## src/sv/ush_pkg.sv

```systemverilog
package ush_pkg;

    localparam int BYTE_W = 8;
    localparam int HASH_W = 16;
    localparam int SIZE_W = 17;
    localparam int PROD_W = 32;
    localparam int CNT_W  = $clog2(PROD_W);

    localparam logic [HASH_W-1:0] ALPHA_INIT = HASH_W'(31415);
    localparam logic [HASH_W-1:0] BETA       = HASH_W'(27183);
    localparam logic [SIZE_W-1:0] SIZE_MIN   = SIZE_W'(2);
    localparam logic [SIZE_W-1:0] SIZE_MAX   = SIZE_W'(65536);

    function automatic logic [SIZE_W-1:0] eff_size(input logic [SIZE_W-1:0] s);
        logic [SIZE_W-1:0] r;
        r = s;
        if (s < SIZE_MIN) begin
            r = SIZE_MIN;
        end else if (s > SIZE_MAX) begin
            r = SIZE_MAX;
        end
        return r;
    endfunction

endpackage

```

## src/sv/ush_rem.sv

```systemverilog
module ush_rem (
    input  logic                          i_clk,
    input  logic                          i_rst_n,
    input  logic                          i_start,
    input  logic [ush_pkg::PROD_W-1:0]    i_dividend,
    input  logic [ush_pkg::SIZE_W-1:0]    i_modulus,
    output logic                          o_done,
    output logic [ush_pkg::HASH_W-1:0]    o_rem
);
    import ush_pkg::*;

    logic              r_busy, n_busy;
    logic              r_done, n_done;
    logic [CNT_W-1:0]  r_cnt, n_cnt;
    logic [PROD_W-1:0] r_dvd, n_dvd;
    logic [HASH_W-1:0] r_rem, n_rem;
    logic [SIZE_W-1:0] r_mod, n_mod;
    logic [SIZE_W-1:0] w_trial;
    logic [SIZE_W-1:0] w_diff;

    // one dividend bit per cycle, restoring step
    assign w_trial = {r_rem, r_dvd[PROD_W-1]};
    assign w_diff  = w_trial - r_mod;

    always_comb begin
        n_busy = r_busy;
        n_done = 1'b0;
        n_cnt  = r_cnt;
        n_dvd  = r_dvd;
        n_rem  = r_rem;
        n_mod  = r_mod;
        if (i_start) begin
            n_busy = 1'b1;
            n_cnt  = '0;
            n_dvd  = i_dividend;
            n_rem  = '0;
            n_mod  = i_modulus;
        end else if (r_busy) begin
            n_dvd = {r_dvd[PROD_W-2:0], 1'b0};
            n_rem = (w_trial >= r_mod) ? w_diff[HASH_W-1:0] : w_trial[HASH_W-1:0];
            n_cnt = r_cnt + CNT_W'(1);
            if (r_cnt == CNT_W'(PROD_W - 1)) begin
                n_busy = 1'b0;
                n_done = 1'b1;
            end
        end
    end

    always_ff @(posedge i_clk) begin
        if (!i_rst_n) begin
            r_busy <= 1'b0;
            r_done <= 1'b0;
            r_cnt  <= '0;
        end else begin
            r_busy <= n_busy;
            r_done <= n_done;
            r_cnt  <= n_cnt;
        end
        r_dvd <= n_dvd;
        r_rem <= n_rem;
        r_mod <= n_mod;
    end

    assign o_done = r_done;
    assign o_rem  = r_rem;

endmodule

```

## src/sv/universal_string_hash_unit.sv

```systemverilog
// channel   direction  valid     stall     payload
// input     in         i_valid   o_stall   i_key_byte[7:0]
// result    out        o_valid   i_stall   o_bucket_index[15:0]
// config    in         i_cfg_we  -         i_cfg_data[16:0]
//
// A nonzero byte is handled in steps: both products are registered when the
// byte is taken, the two remainder units are loaded, they run their bit-serial
// restoring reduction, and the remainders are written back.
// A zero byte loads the output register.
// Synchronous active-low reset; table_size resets to 65536.
// o_stall is high while a byte is in work, and while a result is held by i_stall.
module universal_string_hash_unit (
    input  logic                          i_clk,
    input  logic                          i_rst_n,
    input  logic                          i_valid,
    input  logic [ush_pkg::BYTE_W-1:0]    i_key_byte,
    output logic                          o_stall,
    output logic                          o_valid,
    output logic [ush_pkg::HASH_W-1:0]    o_bucket_index,
    input  logic                          i_stall,
    input  logic                          i_cfg_we,
    input  logic [ush_pkg::SIZE_W-1:0]    i_cfg_data
);
    import ush_pkg::*;

    localparam logic [1:0] S_IDLE = 2'd0;
    localparam logic [1:0] S_LOAD = 2'd1;
    localparam logic [1:0] S_REM  = 2'd2;

    logic [1:0]        r_state, n_state;
    logic [SIZE_W-1:0] r_size;
    logic [HASH_W-1:0] r_hash, n_hash;
    logic [HASH_W-1:0] r_mult, n_mult;
    logic [PROD_W-1:0] r_prod_h;
    logic [PROD_W-1:0] r_prod_m;
    logic              r_out_valid, n_out_valid;
    logic [HASH_W-1:0] r_out_idx, n_out_idx;
    logic              w_acc;
    logic              w_start;
    logic [SIZE_W-1:0] w_size;
    logic              w_done_h, w_done_m;
    logic [HASH_W-1:0] w_rem_h, w_rem_m;

    assign o_stall = !i_rst_n || (r_state != S_IDLE) || (r_out_valid && i_stall);
    assign w_acc   = i_valid && !o_stall;
    assign w_start = (r_state == S_LOAD);
    assign w_size  = eff_size(r_size);

    always_comb begin
        n_state     = r_state;
        n_hash      = r_hash;
        n_mult      = r_mult;
        n_out_valid = r_out_valid && i_stall;
        n_out_idx   = r_out_idx;
        unique case (r_state)
            S_IDLE: begin
                if (w_acc) begin
                    if (i_key_byte == '0) begin
                        n_out_valid = 1'b1;
                        n_out_idx   = r_hash;
                        n_hash      = '0;
                        n_mult      = ALPHA_INIT;
                    end else begin
                        n_state = S_LOAD;
                    end
                end
            end
            S_LOAD: begin
                n_state = S_REM;
            end
            S_REM: begin
                if (w_done_h && w_done_m) begin
                    n_hash  = w_rem_h;
                    n_mult  = w_rem_m;
                    n_state = S_IDLE;
                end
            end
            default: begin
                n_state = S_IDLE;
            end
        endcase
    end

    always_ff @(posedge i_clk) begin
        if (!i_rst_n) begin
            r_state     <= S_IDLE;
            r_size      <= SIZE_MAX;
            r_hash      <= '0;
            r_mult      <= ALPHA_INIT;
            r_out_valid <= 1'b0;
        end else begin
            r_state     <= n_state;
            r_hash      <= n_hash;
            r_mult      <= n_mult;
            r_out_valid <= n_out_valid;
            if (i_cfg_we) begin
                r_size <= i_cfg_data;
            end
        end
        r_out_idx <= n_out_idx;
        if (w_acc) begin
            r_prod_h <= PROD_W'(r_mult) * PROD_W'(r_hash) + PROD_W'(i_key_byte);
            r_prod_m <= PROD_W'(r_mult) * PROD_W'(BETA);
        end
    end

    ush_rem u_rem_hash (
        .i_clk      (i_clk),
        .i_rst_n    (i_rst_n),
        .i_start    (w_start),
        .i_dividend (r_prod_h),
        .i_modulus  (w_size),
        .o_done     (w_done_h),
        .o_rem      (w_rem_h)
    );

    ush_rem u_rem_mult (
        .i_clk      (i_clk),
        .i_rst_n    (i_rst_n),
        .i_start    (w_start),
        .i_dividend (r_prod_m),
        .i_modulus  (w_size - SIZE_W'(1)),
        .o_done     (w_done_m),
        .o_rem      (w_rem_m)
    );

    assign o_valid        = r_out_valid;
    assign o_bucket_index = r_out_idx;

endmodule

```

## config.mk

```make
export PLATFORM = sky130hd
export DESIGN_NAME = universal_string_hash_unit
export DESIGN_NICKNAME = d
export VERILOG_FILES = /design/src/sv/ush_pkg.sv /design/src/sv/ush_rem.sv /design/src/sv/universal_string_hash_unit.sv
export SDC_FILE = /design/constraint.sdc
export NUM_CORES = 1
export LEC_CHECK = 0
export ABC_CLOCK_PERIOD_IN_PS = 9500
export BUFFER_PORTS_ARGS = -buffer_cell sky130_fd_sc_hd__buf_2
export CAP_MARGIN = 15
export CELL_PAD_IN_SITES_DETAIL_PLACEMENT = 0
export CELL_PAD_IN_SITES_GLOBAL_PLACEMENT = 1
export CORE_UTILIZATION = 29
export DETAILED_ROUTE_END_ITERATION = 10
export GPL_TIMING_DRIVEN = 0
export PLACE_DENSITY_LB_ADDON = 0.1
export SETUP_SLACK_MARGIN = 0.2
export SYNTH_ARGS = -nofsm -noshare
export SYNTH_HDL_FRONTEND = slang
export SYNTH_SLANG_ARGS = --single-unit
```

## constraint.sdc

```tcl
create_clock -name i_clk -period 9.5 [get_ports i_clk]
set_clock_uncertainty 0.2 [all_clocks]
set_input_delay 0 -clock i_clk [delete_from_list [all_inputs] [get_ports i_clk]]
set_output_delay 0 -clock i_clk [all_outputs]
set_load 0.02 [all_outputs]
```

==> impl_metrics.tcl, run 1 <==
set metrics [dict create \
    grt_use_total_pct 16.8 \
    grt_overflow_total 0 \
    post-route-min-period_ns 7.65 \
    critPathSlowestCell "dfxtp_1" \
    path_cells "clkbuf_1 -> nand2_1 -> fa_1 -> inv_1 -> fa_1 -> inv_1 -> fa_1 -> inv_1 -> fa_1 -> fa_1 -> inv_1 -> fa_1 -> inv_1 -> ha_1 -> clkbuf_1 -> a21o_1 -> a21oi_1 -> o21bai_1 -> o21ai_0 -> a21boi_0 -> a21oi_1 -> o21ai_0 -> xor2_1" \
    htreeDepth 2 \
    rsz0062_at_grt "false" \
    hp-class "in2reg" \
    globalplace.congestion 0.823 \
    wl_per_cell_um 18.4 \
    synthArstFlopShare_pct 0 \
    cts_made_buffers 36 \
    drc 4 \
    p_total_mw 3.65 \
    die_area_um2 91100 \
    postCtsSetupBuffers 0 \
    slew_headroom_pct 20.3 \
    utilization_pct 33.3 \
    synth_edf_count 177 \
    start_util_pct 29.4 \
    cts_root_buf "clkbuf_16" \
    stdcell_area_um2 29500 \
    vdd_ir_drop_max_mv 0.135 \
    gr-usage-met3_pct 1.75 \
    status "complete, but fails checks" \
    viasPerCell 4.59 \
    ys_types 74 \
    regToRegSetupSlack_ns 1.85 \
    cp_common_cell "fa_1" \
    pwr-share-clk_pct 37.2 \
    clkLatencyLatePin_ns 0.59 \
    worstPathArrival_ns 7.73 \
    antenna_found_initial 4 \
    core-area_um2 88600 \
    dieWidth_um 302 \
    p_int_mw 2.51 \
    worst_slew_pin_slew_ns 1.19 \
    fmax_mhz 131 \
    port_buffers 45 \
    dr_total_vias 18400 \
    ios 48 \
    drv_cap 0 \
    start_kind "flip-flop" \
    die_h_um 302 \
    layout_common_cells "inv_1 (459), nand2_1 (396), fa_1 (287)" \
    area_growth_pct 13.1 \
    leakagePower_nw 13.7 \
    yosys_warnings 0 \
    hold_viol 0 \
    use_met2_pct 27.4 \
    final.period_utilization_pct 80.5 \
    grtUsageMet1_pct 23.9 \
    fin_tns_setup_ns 0 \
    syn_area_per_cell_um2 9.69 \
    swShare_pct 31.3 \
    clock_sinks 275 \
    worst_slack_ns 1.85 \
    hpwl_um 58500 \
    critical-path-max-stage-delay_ns 1.01 \
    worstPathMaxFanout 15 \
    max-clock-path-buffers 3 \
    finalMaxSlewViolations 0 \
    worstPathBufferInverterCount 7 \
    yosysSeqAreaShare_pct 27.9 \
    synth_nets 3293 \
    synth_flop_cell "edfxtp_1" \
    critPathTopFamily "adder cells" \
    nets 3426 \
    pre_cts_ws_ns 1.87 \
    dpl_cell_area_um2 27900 \
    violations "design-rule violations" \
    netlist_instances 2691 \
    final_common_cell "inv_1" \
    power.switching_mw 1.14 \
    grt-busiest-layer "met2" \
    grt_pass1_wl_um 117000 \
    ant_nets 0 \
    mappedNetlistArea_um2 26100 \
    drive_gt1_share_pct 4.59 \
    power_density_nw_per_um2 124 \
    critPathKind "reg2reg" \
    cts_tree "done" \
    grt_pass1_vias 19800 \
    end_kind "flip-flop" \
    finalSetupViolations 0 \
    dr.pass1.iters 7 \
    share_comb_of_total_power_pct 22.3 \
    grt_max_degree 52 \
    path_clk_slew_ns 0.06 \
    ys_ff_latch 275 \
    crit_required_ns 9.59 \
    rows 109 \
    drt_iter0_drc 818 \
    wl_um 73900 \
    p_seq_share_pct 40.4 \
]
==> worst min-delay path, delay by kind of cell <==
| family | cells | cell delay (ns) |
|---|---|---|
| multiplexers | 1 | 0.05 |
| AND/OR/NAND/NOR | 1 | 0.10 |
| buffers and inverters | 2 | 0.62 |
==> kinds of logic (layout without fill, tap and decap cells) <==
| group | after synthesis | count (layout) | synth area share [%] |
|---|---|---|---|
| compound gates | 355 | 355 | 8.74 |
| xor+xnor | 88 | 88 | 2.96 |
| fa+ha+maj | 572 | 572 | 35.7 |
| buf+inv | 563 | 723 | 8.19 |
| flops | 275 | 275 | 27.9 |
| mux | 46 | 46 | 1.77 |
| other cells | 0 | 1 | 0 |
| simple gates | 792 | 792 | 14.7 |
==> final timing paths <==
| path | start | end | cells past startpoint |
|---|---|---|---|
| min reg2reg | r_prod_h[4]$_DFFE_PP_ | u_rem_hash.r_dvd[4]$_DFFE_PP_ | 2 |
| max | r_mult[6]$_SDFFE_PN0P_ | r_prod_h[25]$_DFFE_PP_ | 23 |
| min | i_cfg_data[0] | r_size[0]$_SDFFE_PN0P_ | 4 |
| max reg2reg | r_mult[6]$_SDFFE_PN0P_ | r_prod_h[25]$_DFFE_PP_ | 23 |
==> repair_timing <==
item / 4_1_cts / 5_1_grt
resized for setup: 0 / 0
hold buffers: 45 / 0
endpoints found under the hold margin: 55 / 0
==> stage by stage <==
stage               hold WS (ns)  cells
floorplan                -0.0710   2691
global placement          0.0426   3901
detailed placement        0.0511   3906
CTS                      0.00453   4016
global route              0.0384   4016
finish                    0.0279   4017
==> registers in the layout, indices dropped and copies added (netlist names), 5 cells and up <==
name	cells
u_rem_hash.r_cnt	5
u_rem_mult.r_mod	17
u_rem_hash.r_mod	17
r_prod_h	32
u_rem_hash.o_rem	16
o_bucket_index	16
r_prod_m	31
u_rem_mult.r_dvd	32
r_mult	16
r_size	17
u_rem_hash.r_dvd	32
r_hash	16
u_rem_mult.o_rem	16
u_rem_mult.r_cnt	5
==> cells in the mapped netlist (9+ instances only) <==
cell type | n | area [um^2]
inv_1 | 461 | 1730
nand2_1 | 396 | 1490
fa_1 | 287 | 5750
ha_1 | 285 | 3570
edfxtp_1 | 177 | 5320
and2_1 | 143 | 895
dfxtp_1 | 98 | 1960
a21oi_1 | 94 | 470
clkbuf_1 | 90 | 338
o21ai_0 | 85 | 425
nor2_1 | 64 | 240
nor2b_1 | 57 | 357
xnor2_1 | 56 | 490
a21o_1 | 46 | 345
mux2i_1 | 45 | 450
xor2_1 | 32 | 280
nand3_1 | 26 | 130
a22oi_1 | 21 | 158
nor3_1 | 18 | 90.1
nand2b_1 | 15 | 93.8
nand4_1 | 15 | 93.8
nor3b_1 | 14 | 105
o21a_1 | 14 | 105
and3_1 | 10 | 62.6
a31oi_1 | 9 | 56.3
o211ai_1 | 9 | 67.6
o21bai_1 | 9 | 67.6
==> cell type report <==
| cell class | instances | area, um^2 |
|---|---|---|
| clock buffer | 52 | 1010 |
| fill | 9252 | 59200 |
| inverter | 461 | 1730 |
| clock inverter | 13 | 166 |
| tap | 1165 | 1460 |
| sequential | 275 | 7280 |
| buffer | 102 | 408 |
| antenna | 1 | 2.50 |
| multi-input combinational | 1853 | 16700 |
| timing repair buffer | 95 | 781 |
==> power groups by stage <==
| stage | clock network [mW] | registers [mW] | logic, mW |
|---|---|---|---|
| after floorplan | 0 | 1.45 | 0.620 |
| after global placement | 0 | 1.51 | 0.791 |
| after detailed placement | 0 | 1.50 | 0.803 |
| after CTS | 1.42 | 1.48 | 0.823 |
| after global routing | 1.45 | 1.49 | 0.917 |
| final | 1.36 | 1.48 | 0.816 |
==> routing by layer <==
layer | up-vias | routed length (um)
met3 | 71 | 2160
met1 | 9112 | 36900
met5 | - | 0
met2 | 236 | 33500
met4 | 0 | 1310
li1 | 9023 | -
No activity file was read; power rests on OpenSTA's default activity.
==> run 2: changes to the inputs <==
Settings changed: ABC_AREA set to 1, ABC_CLOCK_PERIOD_IN_PS 9500 to 7120.
Clock period 9.5 ns to 7.12 ns, I/O delays scaled along.
==> run 2 against run 1 <==
Compared with the run above: the run now ends clean; critical path type unchanged; final area increased by 5.6%; critical endpoint is now r_prod_h[23]$_DFFE_PP_; wire length increased by 11%; final cell count increased by 18%; critical path depth decreased by 2.
==> impl_metrics.tcl, run 2 <==
set metrics [dict create \
    cts_made_buffers 38 \
    antenna_found_initial 0 \
    yosys_warnings 0 \
    drc 0 \
    rows 111 \
    finalHoldWorstSlack_ns 0.0362 \
    critPathLaunch "r_hash[8]$_SDFFE_PN0P_" \
    grt_pass1_vias 23000 \
    regToRegSetupSlack_ns 0.43 \
    area_growth_pct 14.8 \
    worst_slew_pin_slew_ns 1.05 \
    wl_per_cell_um 17.3 \
    fin_tns_setup_ns 0 \
    synth_nets 3895 \
    slew_headroom_pct 30.0 \
    globalplace.congestion 0.867 \
    worstPathMaxFanout 10 \
    dieWidth_um 308 \
    min-delay-start "i_key_byte[2]" \
    synth_area_leaders "fa_1 (21%), edfxtp_1 (20%), ha_1 (13%)" \
    status "finished clean" \
    dpl_cell_area_um2 29000 \
    ys_types 49 \
    vdd_ir_drop_max_mv 0.213 \
    syn_area_per_cell_um2 8.24 \
    grt_max_degree 44 \
    synth_edf_count 177 \
    regArea_um2 7280 \
    n_antenna_cell 0 \
    drive_gt1_share_pct 6.67 \
    fmax_mhz 150 \
    nets 4053 \
    start_kind "flip-flop" \
    die_h_um 308 \
    post-route-min-period_ns 6.69 \
    synthArstFlopShare_pct 0 \
    grt_pass1_wl_um 131000 \
    reg_top3 "r_prod_h x32, u_rem_hash.r_dvd x32, u_rem_mult.r_dvd x32" \
    synth.most_common_cell "nand2_1" \
    min_to "r_prod_h[2]$_DFFE_PP_" \
    r2r_end "r_prod_h[23]$_DFFE_PP_" \
    hpwl_um 68400 \
    ant_nets 0 \
    synth_top_area_share_pct 21.2 \
    synth_top_family_by_area "adder cells" \
    drt_iter0_drc 1053 \
    port_buffers 46 \
    finalMaxSlewViolations 0 \
    leakagePower_nw 16.1 \
    htreeDepth 2 \
    synth_compound_area_share_pct 5.34 \
    hold_path_depth 5 \
    stdcell_area_um2 31100 \
    utilization_pct 33.8 \
    dr.pass1.iters 5 \
    multi_input_area_um2 16700 \
    dr_total_vias 21200 \
    mappedNetlistArea_um2 27100 \
    crit_required_ns 7.26 \
    synthMuxAreaShare_pct 0 \
    end_kind "flip-flop" \
    max-clock-path-buffers 3 \
    start_util_pct 29.4 \
    hp-class "in2reg" \
    yosysSeqAreaShare_pct 26.8 \
    path_clk_slew_ns 0.06 \
    cts_tree "done" \
    synth_flop_cell "edfxtp_1" \
    ios 48 \
    critPathKind "reg2reg" \
    core-area_um2 92200 \
    hold_viol 0 \
    postCtsSetupBuffers 0 \
    synth_top_area_cell "fa_1" \
    viasPerCell 4.48 \
    ys_top_cells_by_count "nand2_1 (920), inv_1 (708), fa_1 (287)" \
    layout_common_cells "nand2_1 (920), inv_1 (707), fa_1 (287)" \
    wl_um 81900 \
    clock_sinks 275 \
    r2r-start "r_hash[8]$_SDFFE_PN0P_" \
    worstPathArrival_ns 6.83 \
    synth-simple-area-share_pct 19.6 \
    grt_use_total_pct 18.0 \
    final_common_cell "nand2_1" \
    rsz0062_at_grt "false" \
    finalSetupViolations 0 \
    ys_ff_latch 275 \
    final.fill_count 9851 \
    drv_cap 0 \
    rr_worst_depth 21 \
    clkLatencyLatePin_ns 0.60 \
    cts_root_buf "clkbuf_16" \
    power_density_nw_per_um2 255 \
    die_area_um2 94800 \
    netlist_instances 3293 \
    synthXorXnorAreaFrac_pct 2.32 \
    synth_adder_area_share_pct 34.3 \
    final.period_utilization_pct 93.9 \
    grt_overflow_total 0 \
]
run 2: cell count changes after synthesis, moves of 21 or more:
cell and delta:
a21oi_1 +39, inv_1 +247, and2_1 -141, nand3_1 +63, mux2i_1 -45, nand3b_1 +38, xnor2_1 -30, nor2b_1 -57
nand2_1 +524, a22oi_1 -21, nor2_1 +103, a21o_1 -39
run 2: timing repair:
item,in CTS,in global routing
hold buffers,71,0
hold endpoints to repair,69,0
gates resized for setup,34,75
endpoints found under the setup margin,33,20
run 2: logic make-up after synthesis:
logic type                 Yosys count
AOI/OAI and AO/OA                  263
xor gates and xnor gates            72
adders and majority gates          572
buffers and inverters              819
DFF                                275
and+or+nand+nor                   1292
run 2: worst max-delay path, cell delays in order (launching register included):
cell	delay [ns]
dfxtp_1	0.32
clkbuf_2	0.31
buf_1	0.51
nand2_1	0.15
fa_1	0.52
inv_1	0.05
fa_1	0.51
inv_1	0.06
fa_1	0.53
inv_1	0.05
fa_1	0.45
fa_1	0.49
inv_1	0.05
fa_1	0.47
inv_1	0.04
ha_1	0.34
a21oi_1	0.29
a21boi_2	0.36
nand3_1	0.34
nand3_1	0.16
nand2_1	0.07
xor2_1	0.15
run 2: layout make-up:
cell class                      instances  share of cell area, %
Timing Repair Buffer                  122                   3.33
Tap cell                             1243                   4.99
Clock inverter                         21                  0.928
Inverter                              711                   8.58
Clock buffer                           48                   3.33
Multi-Input combinational cell       2199                   53.7
Buffer                                104                   1.77
Sequential cell                       275                   23.4
run 2: report_power, final:
group          internal (mW)  leakage (nW)  total (mW)  switching (mW)
Sequential              2.10          2.45        2.19          0.0919
Clock                   1.23         0.634        2.03           0.799
Combinational           1.36          13.0        3.74            2.38
run 2: how the worst max path moves through the flow:
stage	end	cells after the start
floorplan	r_prod_h[23]$_DFFE_PP_	21
global placement	r_prod_h[23]$_DFFE_PP_	19
detailed placement	r_prod_h[31]$_DFFE_PP_	20
CTS	r_prod_h[28]$_DFFE_PP_	20
global route	r_prod_h[31]$_DFFE_PP_	22
finish	r_prod_h[23]$_DFFE_PP_	21
run 2: metrics by stage:
step	setup WS, ns	power, mW	instances
3_5_place_dp	-0.646	5.97	4587
5_1_grt	0.200	8.68	4723
2_1_floorplan	1.25	4.86	3293
6_report	0.431	7.96	4723
3_3_place_gp	-0.641	6.00	4582
4_1_cts	0.221	8.11	4724
run 2: metal layers:
metal,track usage [%],vias to the layer above,part of all wire [%]
met5,0,-,0
met4,3.97,0,1.9
met3,2.50,81,3.6
met2,30.1,303,46
met1,24.5,10300,48
li1,-,10400,-
==> run 3: changes to the inputs <==
Settings changed: ABC_CLOCK_PERIOD_IN_PS 7120 to 8200, CTS_CLUSTER_DIAMETER set to 40.
Clock period 7.12 ns to 8.2 ns, I/O delays scaled along.
==> run 3 against run 2 <==
Compared with the run above: via count rose by 1.4%; die area did not move; combinational power fell by 13%; setup slack got worse by 0.034 ns; worst hold slack improved by 0.019 ns; utilization rose by 0.83 points; total power fell by 3.9%; clock power rose by 23%; flip-flop and latch count did not move; critical path type unchanged; critical endpoint is now r_prod_h[31]$_DFFE_PP_; highest routed layer unchanged.
==> impl_metrics.tcl, run 3 (synthesized netlist as in run 2, its figures left out) <==
set metrics [dict create \
    port_buffers 46 \
    p_seq_share_pct 24.9 \
    fmax_mhz 128 \
    core-area_um2 92200 \
    dpl_cell_area_um2 29000 \
    grt_pass1_vias 23300 \
    hold_viol 0 \
    leakagePower_nw 16.3 \
    status "finished clean" \
    reg_top3 "r_prod_h x32, u_rem_hash.r_dvd x32, u_rem_mult.r_dvd x32" \
    cp_common_cell "fa_1" \
    dp.cells 4587 \
    hpwl_um 68400 \
    critical-path-max-stage-delay_ns 0.73 \
    path_cells "clkbuf_1 -> clkbuf_1 -> nand2_1 -> fa_1 -> fa_1 -> fa_1 -> inv_1 -> fa_1 -> fa_1 -> inv_1 -> fa_1 -> inv_1 -> ha_1 -> a21oi_1 -> a21boi_0 -> nand3_1 -> nand4_1 -> nand2_1 -> nand2_1 -> nand2_1" \
    finalMaxSlewViolations 0 \
    r2r-start "r_mult[10]$_SDFFE_PN0P_" \
    worstPathBufferInverterCount 5 \
    die_area_um2 94800 \
    layout_common_cells "nand2_1 (920), inv_1 (707), fa_1 (287)" \
    area_growth_pct 17.6 \
    dieWidth_um 308 \
    rows 111 \
    start_util_pct 29.4 \
    die_h_um 308 \
    finalSetupViolations 0 \
    vdd_ir_drop_max_mv 0.204 \
    hp-class "in2reg" \
    ant_nets 0 \
    worst_slew_pin_slew_ns 1.05 \
    wl_per_cell_um 17.3 \
    worstPathArrival_ns 8.00 \
    drive_gt1_share_pct 6.28 \
    start_kind "flip-flop" \
    dr_total_vias 21500 \
    worstPathMaxFanout 10 \
    min-delay-start "i_key_byte[0]" \
    drv_cap 0 \
    drt_iter0_drc 1169 \
    drc 0 \
    ios 48 \
    critPathSlowestCell "clkbuf_1" \
    wl_um 82800 \
    grt_pass1_wl_um 132000 \
    critPathLaunch "r_mult[10]$_SDFFE_PN0P_" \
    max-clock-path-buffers 3 \
    stdcell_area_um2 31900 \
    path_clk_slew_ns 0.05 \
    grt_use_total_pct 18.1 \
    share_comb_of_total_power_pct 42.5 \
    critPathTopFamily "adder cells" \
    final.period_utilization_pct 95.2 \
    grt_overflow_total 0 \
    htreeDepth 2 \
    cts_tree "done" \
    cts_root_buf "clkbuf_16" \
    end_kind "flip-flop" \
    clkLatencyLatePin_ns 0.67 \
    pwr-share-clk_pct 32.5 \
    crit_required_ns 8.40 \
    power_density_nw_per_um2 240 \
    viasPerCell 4.49 \
    grt_max_degree 44 \
    clock_sinks 275 \
    power.switching_mw 3.05 \
    fin_tns_setup_ns 0 \
    postCtsSetupBuffers 0 \
    cts_made_buffers 59 \
    nets 4085 \
    antenna_found_initial 0 \
    stdcell_count 4777 \
    post-route-min-period_ns 7.80 \
    p_int_mw 4.60 \
    dr.pass1.iters 5 \
    slew_headroom_pct 30.3 \
    swShare_pct 39.9 \
    globalplace.congestion 0.867 \
    rsz0062_at_grt "false" \
    critPathKind "reg2reg" \
    final_common_cell "nand2_1" \
]
## run 3: cell types whose count changed in the layout (fill, tap and decap cells not counted), moves of 4 or more
cell,delta
buf_2,-7
dfxtp_2,-6
clkinvlp_4,+4
inv_6,+10
clkinv_2,+5
clkbuf_2,-25
clkinv_4,+4
dfxtp_1,+6
clkbuf_4,-12
clkbuf_8,-5
clkbuf_16,+21
clkbuf_1,+44
dlygate4sd3_1,+7
## run 3: worst min-delay path: stages
cell and delay, ns:
dlygate4sd3_1 0.52, buf_2 0.12, ha_1 0.13
## run 3: final timing paths
check	endpoint	slack (ns)	cells after the start
worst max-delay path	r_prod_h[31]$_DFFE_PP_	0.40	20
worst min-delay path	r_prod_h[0]$_DFFE_PP_	0.05	3
worst max register to register	r_prod_h[31]$_DFFE_PP_	0.40	20
worst min register to register	o_bucket_index[6]$_DFFE_PP_	0.23	0
## run 3: layout make-up
class | instances | area (um^2)
fill | 9818 | 60300
multi-input combinational | 2199 | 16700
sequential | 275 | 7280
inverter | 711 | 2670
tap | 1243 | 1560
clock buffer | 61 | 1480
timing repair buffer | 129 | 1110
clock inverter | 50 | 611
buffer | 108 | 488
antenna | 1 | 2.50
## run 3: timing repair
| item | 4_1_cts | 5_1_grt |
|---|---|---|
| hold endpoints to repair | 97 | 0 |
| resized for setup | 0 | 18 |
| endpoints found under the setup margin | 0 | 4 |
| hold buffers | 78 | 0 |
## run 3: layer usage
layer	part of all wire (%)	track usage, %
met4	2.2	4.54
met2	46	30.2
met3	4.1	2.38
met5	0	0
met1	48	24.6
## run 3: power by group through the flow
stage / combinational [mW] / clock, mW / sequential, mW
3_5_place_dp: 3.25 / 0 / 1.93
6_report: 3.25 / 2.49 / 1.91
5_1_grt: 3.75 / 2.61 / 1.92
3_3_place_gp: 3.27 / 0 / 1.93
2_1_floorplan: 2.32 / 0 / 1.90
4_1_cts: 3.31 / 2.55 / 1.91
## run 3: metrics by stage
step	setup slack (ns)	power, mW	hold WS, ns	util [%]
3_3_place_gp	0.439	5.21	0.0254	31.3
3_5_place_dp	0.434	5.18	0.0312	31.5
5_1_grt	0.223	8.28	0.0508	34.6
2_1_floorplan	2.33	4.22	-0.0883	-
4_1_cts	0.402	7.77	0.0210	34.6
6_report	0.397	7.64	0.0547	34.6
